`config.mk`:
```
export PLATFORM = sky130hd
export DESIGN_NAME = starfield_project_splat
export DESIGN_NICKNAME = d
export VERILOG_FILES = /design/src/rtl/core/sfp_pkg.sv /design/src/rtl/core/sfp_div.sv /design/src/rtl/core/sfp_splat.sv /design/src/rtl/core/sfp_serial.sv /design/src/rtl/core/starfield_project_splat.sv
export SDC_FILE = /design/constraint.sdc
export NUM_CORES = 2
export LEC_CHECK = 0
export BUFFER_PORTS_ARGS = -buffer_cell sky130_fd_sc_hd__buf_2
export CORE_ASPECT_RATIO = 1.2
export CORE_MARGIN = 8
export CORE_UTILIZATION = 55
export DETAILED_ROUTE_END_ITERATION = 8
export GPL_ROUTABILITY_DRIVEN = 0
export PLACE_DENSITY = 0.71
export RECOVER_POWER = 25
export SLEW_MARGIN = 25
export SYNTH_ARGS = -nofsm -noshare
export SYNTH_HDL_FRONTEND = slang
export SYNTH_SLANG_ARGS = --single-unit
```
`constraint.sdc`:
```
create_clock -name clk -period 17.6 [get_ports clk]
set_clock_uncertainty 0.1 [all_clocks]
set_input_delay 1.76 -clock clk [delete_from_list [all_inputs] [get_ports clk]]
set_output_delay 1.76 -clock clk [all_outputs]
set_load 0.05 [all_outputs]
```
`src/rtl/core/sfp_pkg.sv`:
```
// Shared types, constants and arithmetic helpers for the starfield projection and splat block.
package sfp_pkg;

  localparam int FIELD_DEPTH = 256;
  localparam int COORD_LIMIT = 1024;
  localparam int MAX_RES     = 1024;

  localparam int PERSP_BASE  = 8192;
  localparam int PERSP_SCALE = PERSP_BASE / 256;
  localparam int BRIGHT_FULL = 64;
  localparam int SUB_MASK    = 15;
  localparam int SUB_BITS    = 4;

  localparam int RES_W    = 11;
  localparam int ADDR_W   = 20;
  localparam int INC_W    = 6;
  localparam int COORD_W  = 12;
  localparam int Z_W      = 8;
  localparam int TIME_W   = 16;
  localparam int IN_TDATA_W  = 48;
  localparam int OUT_TDATA_W = 32;
  localparam int CFG_IDX_W   = 1;

  // Depth, numerator and divider geometry
  localparam int WZ_W       = $clog2(FIELD_DEPTH);
  localparam int NUM_W      = $clog2(COORD_LIMIT * PERSP_SCALE + 1);
  localparam int DIV_STAGES = 4;
  localparam int DIV_BPS    = (NUM_W + DIV_STAGES - 1) / DIV_STAGES;
  localparam int QW         = DIV_STAGES * DIV_BPS;

  localparam int COL_W  = $clog2(BRIGHT_FULL + 1);
  localparam int POS_W  = ((QW > RES_W + 3) ? QW : RES_W + 3) + 2;
  localparam int PX_W   = RES_W + SUB_BITS;
  localparam int MUL_W  = PX_W - SUB_BITS + RES_W;
  localparam int SXP_W  = COL_W + SUB_BITS;

  typedef enum logic [CFG_IDX_W-1:0] {
    REG_SCREEN_WIDTH  = 1'b0,
    REG_SCREEN_HEIGHT = 1'b1
  } cfg_reg_t;

  typedef struct packed {
    logic [RES_W-1:0] screen_width;
    logic [RES_W-1:0] screen_height;
  } cfg_t;

  // Divider payload: num shifts out dividend bits and collects quotient bits
  typedef struct packed {
    logic            negx;
    logic            negy;
    logic [QW-1:0]   numx;
    logic [QW-1:0]   numy;
    logic [WZ_W-1:0] remx;
    logic [WZ_W-1:0] remy;
    logic [WZ_W-1:0] wz;
  } div_t;

  typedef struct packed {
    logic [WZ_W-1:0] rem;
    logic [QW-1:0]   num;
  } dstep_t;

  typedef struct packed {
    logic [3:0][ADDR_W-1:0] addr;
    logic [3:0][INC_W-1:0]  inc;
  } quad_t;

  // One restoring division step
  function automatic dstep_t div_one(dstep_t s, logic [WZ_W-1:0] wz);
    logic [WZ_W:0] t;
    dstep_t r;
    t = {s.rem, s.num[QW-1]};
    r.num = s.num << 1;
    if (t >= {1'b0, wz}) begin
      r.rem    = WZ_W'(t - {1'b0, wz});
      r.num[0] = 1'b1;
    end else begin
      r.rem = t[WZ_W-1:0];
    end
    return r;
  endfunction

  // DIV_BPS quotient bits for both coordinates
  function automatic div_t div_bits(div_t d);
    div_t   r;
    dstep_t sx;
    dstep_t sy;
    r  = d;
    sx = '{rem: d.remx, num: d.numx};
    sy = '{rem: d.remy, num: d.numy};
    for (int k = 0; k < DIV_BPS; k++) begin
      sx = div_one(sx, d.wz);
      sy = div_one(sy, d.wz);
    end
    r.numx = sx.num;
    r.remx = sx.rem;
    r.numy = sy.num;
    r.remy = sy.rem;
    return r;
  endfunction

endpackage

```
`src/rtl/core/sfp_div.sv`:
```
// Pipelined restoring divider for both projected coordinates by the star depth.
module sfp_div (
  input  logic             clk,
  input  logic             rst,
  input  logic             in_valid,
  output logic             in_ready,
  input  sfp_pkg::div_t    in_data,
  output logic             out_valid,
  input  logic             out_ready,
  output sfp_pkg::div_t    out_data
);

  logic [sfp_pkg::DIV_STAGES-1:0] vld;
  sfp_pkg::div_t                  stg [sfp_pkg::DIV_STAGES];
  logic [sfp_pkg::DIV_STAGES:0]   rdy;
  logic [sfp_pkg::DIV_STAGES:0]   pv;
  sfp_pkg::div_t                  pd  [sfp_pkg::DIV_STAGES+1];

  assign pv[0]    = in_valid;
  assign pd[0]    = in_data;
  assign rdy[sfp_pkg::DIV_STAGES] = out_ready;
  assign in_ready = rdy[0];

  for (genvar i = 0; i < sfp_pkg::DIV_STAGES; i++) begin : g_stage
    assign rdy[i]   = !vld[i] || rdy[i+1];
    assign pv[i+1]  = vld[i];
    assign pd[i+1]  = stg[i];

    always_ff @(posedge clk) begin
      if (rst) begin
        vld[i] <= 1'b0;
      end else if (rdy[i]) begin
        vld[i] <= pv[i];
      end
    end

    always_ff @(posedge clk) begin
      if (rdy[i]) begin
        stg[i] <= sfp_pkg::div_bits(pd[i]);
      end
    end
  end

  assign out_valid = vld[sfp_pkg::DIV_STAGES-1];
  assign out_data  = stg[sfp_pkg::DIV_STAGES-1];

endmodule

```
`src/rtl/core/sfp_splat.sv`:
```
// Screen placement, clipping, brightness and bilinear weights over three stages.
module sfp_splat (
  input  logic             clk,
  input  logic             rst,
  input  sfp_pkg::cfg_t    cfg,
  input  logic             in_valid,
  output logic             in_ready,
  input  sfp_pkg::div_t    in_data,
  output logic             out_valid,
  input  logic             out_ready,
  output sfp_pkg::quad_t   out_data
);

  // Stage A: position and clip
  logic                          va, ra;
  logic [sfp_pkg::PX_W-1:0]      a_px, a_py;
  logic [sfp_pkg::COL_W-1:0]     a_col;
  // Stage B: subpixel weight and base address
  logic                          vb, rb;
  logic [sfp_pkg::ADDR_W-1:0]    b_base;
  logic [sfp_pkg::COL_W-1:0]     b_sx, b_col;
  logic [sfp_pkg::SUB_BITS-1:0]  b_sy;
  // Stage C: the four results
  logic                          vc, rc;
  sfp_pkg::quad_t                c_quad;

  logic signed [sfp_pkg::POS_W-1:0] qx, qy, px, py, limx, limy;
  logic                             visible;
  logic [sfp_pkg::COL_W-1:0]        col;
  logic [sfp_pkg::MUL_W-1:0]        row_prod;
  logic [sfp_pkg::SXP_W-1:0]        sx_prod;
  logic [sfp_pkg::COL_W-1:0]        cs;
  logic [sfp_pkg::SUB_BITS-1:0]     isy;
  logic [sfp_pkg::SXP_W-1:0]        p0, p1, p2, p3;
  logic [sfp_pkg::ADDR_W-1:0]       w_addr;
  sfp_pkg::quad_t                   quad_next;

  assign rc       = !vc || out_ready;
  assign rb       = !vb || rc;
  assign ra       = !va || rb;
  assign in_ready = ra;

  always_comb begin
    qx = in_data.negx ? -sfp_pkg::POS_W'(in_data.numx) : sfp_pkg::POS_W'(in_data.numx);
    qy = in_data.negy ? -sfp_pkg::POS_W'(in_data.numy) : sfp_pkg::POS_W'(in_data.numy);
    px = sfp_pkg::POS_W'({cfg.screen_width, 3'b000}) + qx;
    py = sfp_pkg::POS_W'({cfg.screen_height, 3'b000}) + qy;
    limx = (sfp_pkg::POS_W'(cfg.screen_width) - sfp_pkg::POS_W'(2)) <<< sfp_pkg::SUB_BITS;
    limy = (sfp_pkg::POS_W'(cfg.screen_height) - sfp_pkg::POS_W'(2)) <<< sfp_pkg::SUB_BITS;
    visible = !px[sfp_pkg::POS_W-1] && !py[sfp_pkg::POS_W-1] && (px < limx) && (py < limy);
    col = sfp_pkg::COL_W'(sfp_pkg::BRIGHT_FULL
          - (int'(in_data.wz) * sfp_pkg::BRIGHT_FULL) / sfp_pkg::FIELD_DEPTH);
  end

  always_ff @(posedge clk) begin
    if (rst) begin
      va <= 1'b0;
    end else if (ra) begin
      va <= in_valid && visible;
    end
  end

  always_ff @(posedge clk) begin
    if (ra) begin
      a_px  <= sfp_pkg::PX_W'(px);
      a_py  <= sfp_pkg::PX_W'(py);
      a_col <= col;
    end
  end

  always_comb begin
    row_prod = sfp_pkg::MUL_W'(a_py[sfp_pkg::PX_W-1:sfp_pkg::SUB_BITS])
             * sfp_pkg::MUL_W'(cfg.screen_width);
    sx_prod  = sfp_pkg::SXP_W'(a_px[sfp_pkg::SUB_BITS-1:0]) * sfp_pkg::SXP_W'(a_col);
  end

  always_ff @(posedge clk) begin
    if (rst) begin
      vb <= 1'b0;
    end else if (rb) begin
      vb <= va;
    end
  end

  always_ff @(posedge clk) begin
    if (rb) begin
      b_base <= sfp_pkg::ADDR_W'(row_prod
                + sfp_pkg::MUL_W'(a_px[sfp_pkg::PX_W-1:sfp_pkg::SUB_BITS]));
      b_sx   <= sfp_pkg::COL_W'(sx_prod >> sfp_pkg::SUB_BITS);
      b_sy   <= a_py[sfp_pkg::SUB_BITS-1:0];
      b_col  <= a_col;
    end
  end

  always_comb begin
    cs     = b_col - b_sx;
    isy    = sfp_pkg::SUB_BITS'(sfp_pkg::SUB_MASK) - b_sy;
    p0     = sfp_pkg::SXP_W'(cs) * sfp_pkg::SXP_W'(isy);
    p1     = sfp_pkg::SXP_W'(b_sx) * sfp_pkg::SXP_W'(isy);
    p2     = sfp_pkg::SXP_W'(cs) * sfp_pkg::SXP_W'(b_sy);
    p3     = sfp_pkg::SXP_W'(b_sx) * sfp_pkg::SXP_W'(b_sy);
    w_addr = sfp_pkg::ADDR_W'(cfg.screen_width);
    quad_next.inc[0]  = sfp_pkg::INC_W'(p0 >> sfp_pkg::SUB_BITS);
    quad_next.inc[1]  = sfp_pkg::INC_W'(p1 >> sfp_pkg::SUB_BITS);
    quad_next.inc[2]  = sfp_pkg::INC_W'(p2 >> sfp_pkg::SUB_BITS);
    quad_next.inc[3]  = sfp_pkg::INC_W'(p3 >> sfp_pkg::SUB_BITS);
    quad_next.addr[0] = b_base;
    quad_next.addr[1] = b_base + sfp_pkg::ADDR_W'(1);
    quad_next.addr[2] = b_base + w_addr;
    quad_next.addr[3] = b_base + w_addr + sfp_pkg::ADDR_W'(1);
  end

  always_ff @(posedge clk) begin
    if (rst) begin
      vc <= 1'b0;
    end else if (rc) begin
      vc <= vb;
    end
  end

  always_ff @(posedge clk) begin
    if (rc) begin
      c_quad <= quad_next;
    end
  end

  assign out_valid = vc;
  assign out_data  = c_quad;

endmodule

```
`src/rtl/core/sfp_serial.sv`:
```
// Output register that hands out the four pixel increments of a star one per request.
module sfp_serial (
  input  logic                              clk,
  input  logic                              rst,
  input  logic                              in_valid,
  output logic                              in_ready,
  input  sfp_pkg::quad_t                    in_data,
  output logic                              m_tvalid,
  input  logic                              m_tready,
  output logic [sfp_pkg::OUT_TDATA_W-1:0]   m_tdata,
  output logic                              m_tlast
);

  logic           vld;
  logic [1:0]     idx;
  sfp_pkg::quad_t quad;
  logic           last;

  assign last     = (idx == 2'd3);
  assign in_ready = !vld || (m_tready && last);

  always_ff @(posedge clk) begin
    if (rst) begin
      vld <= 1'b0;
      idx <= 2'd0;
    end else if (in_ready) begin
      vld <= in_valid;
      idx <= 2'd0;
    end else if (m_tready) begin
      idx <= idx + 2'd1;
    end
  end

  always_ff @(posedge clk) begin
    if (in_ready) begin
      quad <= in_data;
    end
  end

  assign m_tvalid = vld;
  assign m_tlast  = last;
  assign m_tdata  = sfp_pkg::OUT_TDATA_W'({quad.inc[idx], quad.addr[idx]});

endmodule

```
`src/rtl/core/starfield_project_splat.sv`:
```
// Top level: star intake, depth and divider setup, configuration and pipeline wiring.
//
//   channel   direction  handshake          contents
//   s_*       in         tvalid/tready      one star per request
//   m_*       out        tvalid/tready      one pixel increment per request, tlast on fourth
//   cfg_*     in         cfg_we             screen_width / screen_height write
//
// From request to result a star passes intake, four divider stages of four quotient bits
// each, three splat stages and the output register. A visible star occupies the single
// result port until its four increments are taken; stars with zero depth or off screen
// drop inside the pipeline and pass at one per cycle while no stage ahead of them stalls.
// Reset (rst, synchronous) clears all valid bits and loads width 320, height 256. A stall
// on m_tready holds a full stage only if every stage after it is full.
module starfield_project_splat (
  input  logic                               clk,
  input  logic                               rst,
  input  logic                               s_tvalid,
  output logic                               s_tready,
  // star_x[11:0], star_y[23:12], star_z[31:24], frame_time[47:32]
  input  logic [sfp_pkg::IN_TDATA_W-1:0]     s_tdata,
  output logic                               m_tvalid,
  input  logic                               m_tready,
  // pixel_address[19:0], increment[25:20], zero fill above
  output logic [sfp_pkg::OUT_TDATA_W-1:0]    m_tdata,
  output logic                               m_tlast,
  input  logic                               cfg_we,
  input  logic [sfp_pkg::CFG_IDX_W-1:0]      cfg_index,
  input  logic [sfp_pkg::RES_W-1:0]          cfg_data
);

  logic [sfp_pkg::RES_W-1:0] screen_width, screen_height, cfg_sat;
  sfp_pkg::cfg_t             cfg;

  logic          e_vld, e_rdy;
  sfp_pkg::div_t e_data, e_next;
  logic          d_vld, d_rdy;
  sfp_pkg::div_t d_data;
  logic          q_vld, q_rdy;
  sfp_pkg::quad_t q_data;

  int cx, cy, zm, tm, diff;

  // Saturate writes to the largest supported resolution
  assign cfg_sat = (int'(cfg_data) > sfp_pkg::MAX_RES) ? sfp_pkg::RES_W'(sfp_pkg::MAX_RES)
                                                        : cfg_data;

  always_ff @(posedge clk) begin
    if (rst) begin
      screen_width  <= sfp_pkg::RES_W'(320);
      screen_height <= sfp_pkg::RES_W'(256);
    end else if (cfg_we) begin
      unique case (sfp_pkg::cfg_reg_t'(cfg_index))
        sfp_pkg::REG_SCREEN_WIDTH:  screen_width  <= cfg_sat;
        sfp_pkg::REG_SCREEN_HEIGHT: screen_height <= cfg_sat;
        default: ;
      endcase
    end
  end

  assign cfg.screen_width  = screen_width;
  assign cfg.screen_height = screen_height;

  // Intake: clamp coordinates, scale magnitudes, wrap depth
  always_comb begin
    cx = int'($signed(s_tdata[sfp_pkg::COORD_W-1:0]));
    cy = int'($signed(s_tdata[2*sfp_pkg::COORD_W-1:sfp_pkg::COORD_W]));
    if (cx > sfp_pkg::COORD_LIMIT)  cx = sfp_pkg::COORD_LIMIT;
    if (cx < -sfp_pkg::COORD_LIMIT) cx = -sfp_pkg::COORD_LIMIT;
    if (cy > sfp_pkg::COORD_LIMIT)  cy = sfp_pkg::COORD_LIMIT;
    if (cy < -sfp_pkg::COORD_LIMIT) cy = -sfp_pkg::COORD_LIMIT;
    zm = int'(s_tdata[31:24]) % sfp_pkg::FIELD_DEPTH;
    tm = int'(s_tdata[47:32]) % sfp_pkg::FIELD_DEPTH;
    diff = zm - tm;
    if (diff < 0) diff = diff + sfp_pkg::FIELD_DEPTH;
    e_next.negx = (cx < 0);
    e_next.negy = (cy < 0);
    e_next.numx = sfp_pkg::QW'(((cx < 0) ? -cx : cx) * sfp_pkg::PERSP_SCALE);
    e_next.numy = sfp_pkg::QW'(((cy < 0) ? -cy : cy) * sfp_pkg::PERSP_SCALE);
    e_next.remx = '0;
    e_next.remy = '0;
    e_next.wz   = sfp_pkg::WZ_W'(diff);
  end

  assign e_rdy    = !e_vld || d_rdy;
  assign s_tready = e_rdy;

  // Drop a star at zero depth right here
  always_ff @(posedge clk) begin
    if (rst) begin
      e_vld <= 1'b0;
    end else if (e_rdy) begin
      e_vld <= s_tvalid && (e_next.wz != '0);
    end
  end

  always_ff @(posedge clk) begin
    if (e_rdy) begin
      e_data <= e_next;
    end
  end

  sfp_div u_div (
    .clk       (clk),
    .rst       (rst),
    .in_valid  (e_vld),
    .in_ready  (d_rdy),
    .in_data   (e_data),
    .out_valid (d_vld),
    .out_ready (q_rdy),
    .out_data  (d_data)
  );

  logic s_rdy;

  sfp_splat u_splat (
    .clk       (clk),
    .rst       (rst),
    .cfg       (cfg),
    .in_valid  (d_vld),
    .in_ready  (q_rdy),
    .in_data   (d_data),
    .out_valid (q_vld),
    .out_ready (s_rdy),
    .out_data  (q_data)
  );

  sfp_serial u_serial (
    .clk      (clk),
    .rst      (rst),
    .in_valid (q_vld),
    .in_ready (s_rdy),
    .in_data  (q_data),
    .m_tvalid (m_tvalid),
    .m_tready (m_tready),
    .m_tdata  (m_tdata),
    .m_tlast  (m_tlast)
  );

endmodule
```
# After elaboration in Yosys (flattened, before gate mapping)
# Memories as Yosys holds them, arrays and structs flattened.
# Cells that the tools add are included.
totals:
  regBits: 348
  ram_bits: 232
  out_inout_bits: 35
  word_cells: 322
  memories: 1
classes:
  addsub: 50
  multipliers: 6
  n_lt_le_gt_ge: 43
  n_eq_ne: 1
  n_mux: 150
  bitwise: 1
  n_reduce_logical: 30
memory_table:
  columns: ["memory", "words", "width", "read_ports", "rd_clocked_by_memory_dff", "wr", "line", "text"]
  rows:
  - ["u_div.stg", 4, 58, 4, 0, 4, "sfp_div.sv:14", "sfp_pkg::div_t stg [sfp_pkg::DIV_STAGES];"]
op_table:
  columns: ["operator", "n"]
  rows:
  - ["2-to-1 mux 8 bit", 65]
  - [">= comparator 9 x 8 -> 1 bit", 30]
  - ["subtractor 8 bit", 30]
  - ["2-to-1 mux 32 bit", 4]
  - ["2-to-1 mux 1 bit", 72]
  - ["< comparator 32 x 1 -> 1 bit, second input constant", 2]
  - ["< comparator 32 x 11 -> 1 bit, second input constant", 2]
  - ["adder 20 x 1 -> 20 bit, second input constant", 2]
  - ["adder 20 x 11 -> 20 bit", 2]
  - ["binary-select mux 20 bit (select 2 bit)", 1]
  - ["multiplier 7 x 4 -> 10 bit", 4]
  - ["adder 14 x 18 -> 18 bit", 2]
  - ["< comparator 18 bit", 2]
  - ["2-to-1 mux 18 bit", 2]
  - ["negation 16 -> 18 bit", 2]
  - ["2-to-1 mux 11 bit", 3]
  - ["> comparator 12 bit, second input constant", 2]
  - ["subtractor 11 x 2 -> 12 bit, second input constant", 2]
  - ["negation 11 bit", 2]
  - ["multiplier 11 x 11 -> 20 bit", 1]
  - ["2-to-1 mux 20 bit", 1]
  - [">= comparator 1 x 8 -> 1 bit", 2]
  - ["subtractor 1 x 8 -> 8 bit", 2]
  - ["binary-select mux 6 bit (select 2 bit)", 1]
  - ["19 further kinds", 43]

# Depth between registers and ports, before layout
depth:
  word_depth: 20
  depth_mapped: 43
  ltp_nobuf: 40

# By module
# A second synthesis with hierarchy kept.
hier_totals:
  hier_cells: 4301
  area_unflattened_um2: 45242.1
modules_own_cells:
  columns: ["module", "instances", "cells_per_inst", "area_per_inst_um2"]
  rows:
  - ["sfp_div", 1, 2153, 21315.4]
  - ["sfp_splat", 1, 1675, 16982.5]
  - ["sfp_serial", 1, 157, 3977.6]
  - ["starfield_project_splat", 1, 316, 2966.6]

# Worst setup path after synthesis
# No wires, ideal clock.
synth_path:
  path_type: "flip-flop to flip-flop"
  startpoint: "memory u_div.stg[0][1] (netlist name)"
  endpoint: "memory u_div.stg[1][10] (netlist name), data pin"
  arrival_ns: 9.094
  required_ns: 17.242
  slack_ns: 8.148
  stages_incl_launch_ff: 42
  n_path_buf: 4
  synth_period_minus_slack_ns: 9.452
  path_cell_list: "edfxtp_1 -> inv_1 -> ha_1 -> nor2b_1 -> o31a_1 -> o31a_1 -> or3_1 -> and2_1 -> buf_2 -> o21ai_0 -> inv_1 -> ha_1 -> nor2b_1 -> o21ai_0 -> a21oi_1 -> o41a_1 -> a211oi_1 -> and2_1 -> [... 6 more ...] -> o21ai_0 -> a21oi_1 -> o41ai_1 -> a21boi_0 -> a2111o_1 -> clkbuf_1 -> a21oi_1 -> ha_1 -> nor2b_1 -> o21ai_0 -> a21oi_1 -> o21ai_0 -> a21oi_1 -> o22ai_1 -> o211ai_1 -> or2_1 -> buf_2 -> o221a_1"
synth_rtl:
  columns: ["item", "line"]
  rows:
  - ["from (decl)", "sfp_div.sv:14"]

==> results.cfg <==
[detailed_routing]
drc = 0
vias = 28890
first_iter_violations = 1531
first_pass_iters = 5
ant_nets = 0
routed_wl_um = 86370
avgViaCountPerCell = 5.668
post_drt_wl_per_cell_um = 16.95

[sta]
rsz0062_at_grt = no
setup_viol_count_final = 0
hold_viol = 0
drv_slew = 0
layout_min_cycle_time_ps = 11080
period_share = 0.6294
max_freq_mhz = 90.28
holdWs_ps = 304.6
fin_tns_setup_ps = 0
worst_pin_slew_ps = 1034
relSlewSlack = 0.3106

[clock_network]
numCtsBuffers = 55
cts_tree = yes
clk_pin_slew_worst_paths_ps = 60
cts_hold_buf = 0
postCtsSetupRepairBufs = 0
clock_sinks = 534
cts.path.max_buffers = 3
htreeDepth = 2
cts_resized = 0
cts_root_buffer = clkbuf_16
clk_latency_ps = 610

[setup_path]
worstPathRequired_ps = 17840
cp.arrival_ps = 11310
critPathSlowestCell = nor3_1
worstSetupEndpointType = flip-flop
max_stage_delay_ps = 740
crit_path_frequent_cell = o21ai_0
cp_max_fo = 15
start_kind = flip-flop
path_class = reg2reg

[synth]
syn_area_um2 = 41390
syn-instance-count = 3962
ys_types = 88
avgSynthCellArea_um2 = 10.45
yosys_warnings = 0
synth_area_leaders = edfxtp_1 36%, ha_1 13%, fa_1 7.9%
synth.largest_area_cell = edfxtp_1
ys_seq_area_frac = 0.3794
ys.flop_type = edfxtp_1
async_reset_ff_frac = 0
synth_edf_count = 501
ys_ff_latch = 534
synth_top_area_frac = 0.3635

[final_layout]
area_delta_synth_final_pct = 8.210
drive_gt1_frac = 0.09098
nNetsFinal = 4700
layout_common_cells = 501 x edfxtp_1, 428 x ha_1, 381 x inv_1
diodes = 0
layout_commonest_cell = edfxtp_1

[floorplanning]
start_util = 0.5538
ioPinCount = 100
core_um2 = 74730
dieArea_um2 = 84330
die_x_um = 266.4
die_h_um = 316.5
num_rows = 110

[global_route]
grt_pass1_wl_um = 143000
antenna_found_initial = 0
grt_pass1_vias = 29000
grt_overflow = 0
grt_max_degree = 77
grtUsageTotal = 0.2061

[run]
drv_cap = 0

[placed_design]
portBuffers = 85
dp_hpwl_um = 67550

[hold_path]
hold_path.class = reg2reg

[status]
status = complete, no violations
==> path summary, 6_finish.rpt <==
check                                 startpoint                           to  slack [ps]  cells past startpoint
setup / recovery       u_div.stg[0][1]$_DFFE_PP_   u_div.stg[1][16]$_DFFE_PP_        6520                     37
hold / removal    u_splat.out_data[88]$_DFFE_PP_  u_serial.quad[88]$_DFFE_PP_         300                      0
setup reg to reg       u_div.stg[0][1]$_DFFE_PP_   u_div.stg[1][16]$_DFFE_PP_        6520                     37
hold reg to reg   u_splat.out_data[88]$_DFFE_PP_  u_serial.quad[88]$_DFFE_PP_         300                      0
==> synth_stat cells, types with 86 or more instances <==
cell        n
edfxtp_1  501
ha_1      428
inv_1     383
nand2_1   324
nor2_1    247
xnor2_1   221
a21oi_1   190
fa_1      164
o21ai_0   161
nor3_1    104
xor2_1     93
and2_1     88
clkbuf_1   87
mux2_2     86
==> routing by layer <==
metal  part of all wire  vias up  GRT usage
li1                   -    14270          -
met1               0.40    13940     0.2355
met2               0.53      508     0.3948
met3              0.034      173    0.02063
met4              0.035        0    0.07265
met5                  0        -          0
==> logic make-up (layout without fill, tap and decap cells) <==
| kind of cell | Yosys count | in the layout | share of synthesized area |
|---|---|---|---|
| flops | 534 | 534 | 0.3794 |
| compound gates | 717 | 717 | 0.1141 |
| simple gates | 1170 | 1170 | 0.1401 |
| buf+inv | 488 | 610 | 0.04486 |
| other cells | 1 | 6 | 0.00009060 |
| xor+xnor | 314 | 314 | 0.06644 |
| mux | 146 | 146 | 0.04619 |
| fa+ha+maj | 592 | 592 | 0.2087 |
==> metrics by stage <==
stage	setup WS, ps	instance area [µm²]	utilization	std cells
2_1_floorplan	8148	41410	-	3967
3_3_place_gp	6739	42980	0.5751	4994
3_5_place_dp	6614	42980	0.5751	4994
4_1_cts	6543	44790	0.5994	5097
5_1_grt	5502	44790	0.5993	5097
6_report	6523	44790	0.5993	5097
==> cell type report <==
type                    instances  area (µm²)
multi-input cells            2945       23870
repair buffers                119       675.6
inverters                     388        1460
clock buffers                  70        1464
fillers                      6143       29950
flip-flops and latches        534       15710
well taps                    1008        1261
clock inverters                33       351.6
==> sequential cells by signal, indices dropped and copies added, names as in the netlist <==
name,cells
u_div.stg,186
u_serial.quad,104
u_splat.out_data,104
e_data,32
u_splat.b_base,20
u_splat.a_px,15
u_splat.a_py,15
screen_height,11
screen_width,11
u_splat.a_col,7
u_splat.b_col,7
u_splat.b_sx,7
u_splat.b_sy,4
u_div.pv,3
u_serial.idx,2
e_vld,1
u_div.out_valid,1
u_serial.m_tvalid,1
u_splat.out_valid,1
u_splat.va,1
u_splat.vb,1
==> critical path: cells and delay by family (launching register included) <==
family	cells	cell delay [ps]
compound gates	20	4960
fa+ha+maj	4	1290
buf+inv	5	1360
flops	1	590
mux	2	540
simple gates	6	1930
Power is not shown: default switching activity piles up to over one toggle a cycle in this logic, so the estimate is an artifact.
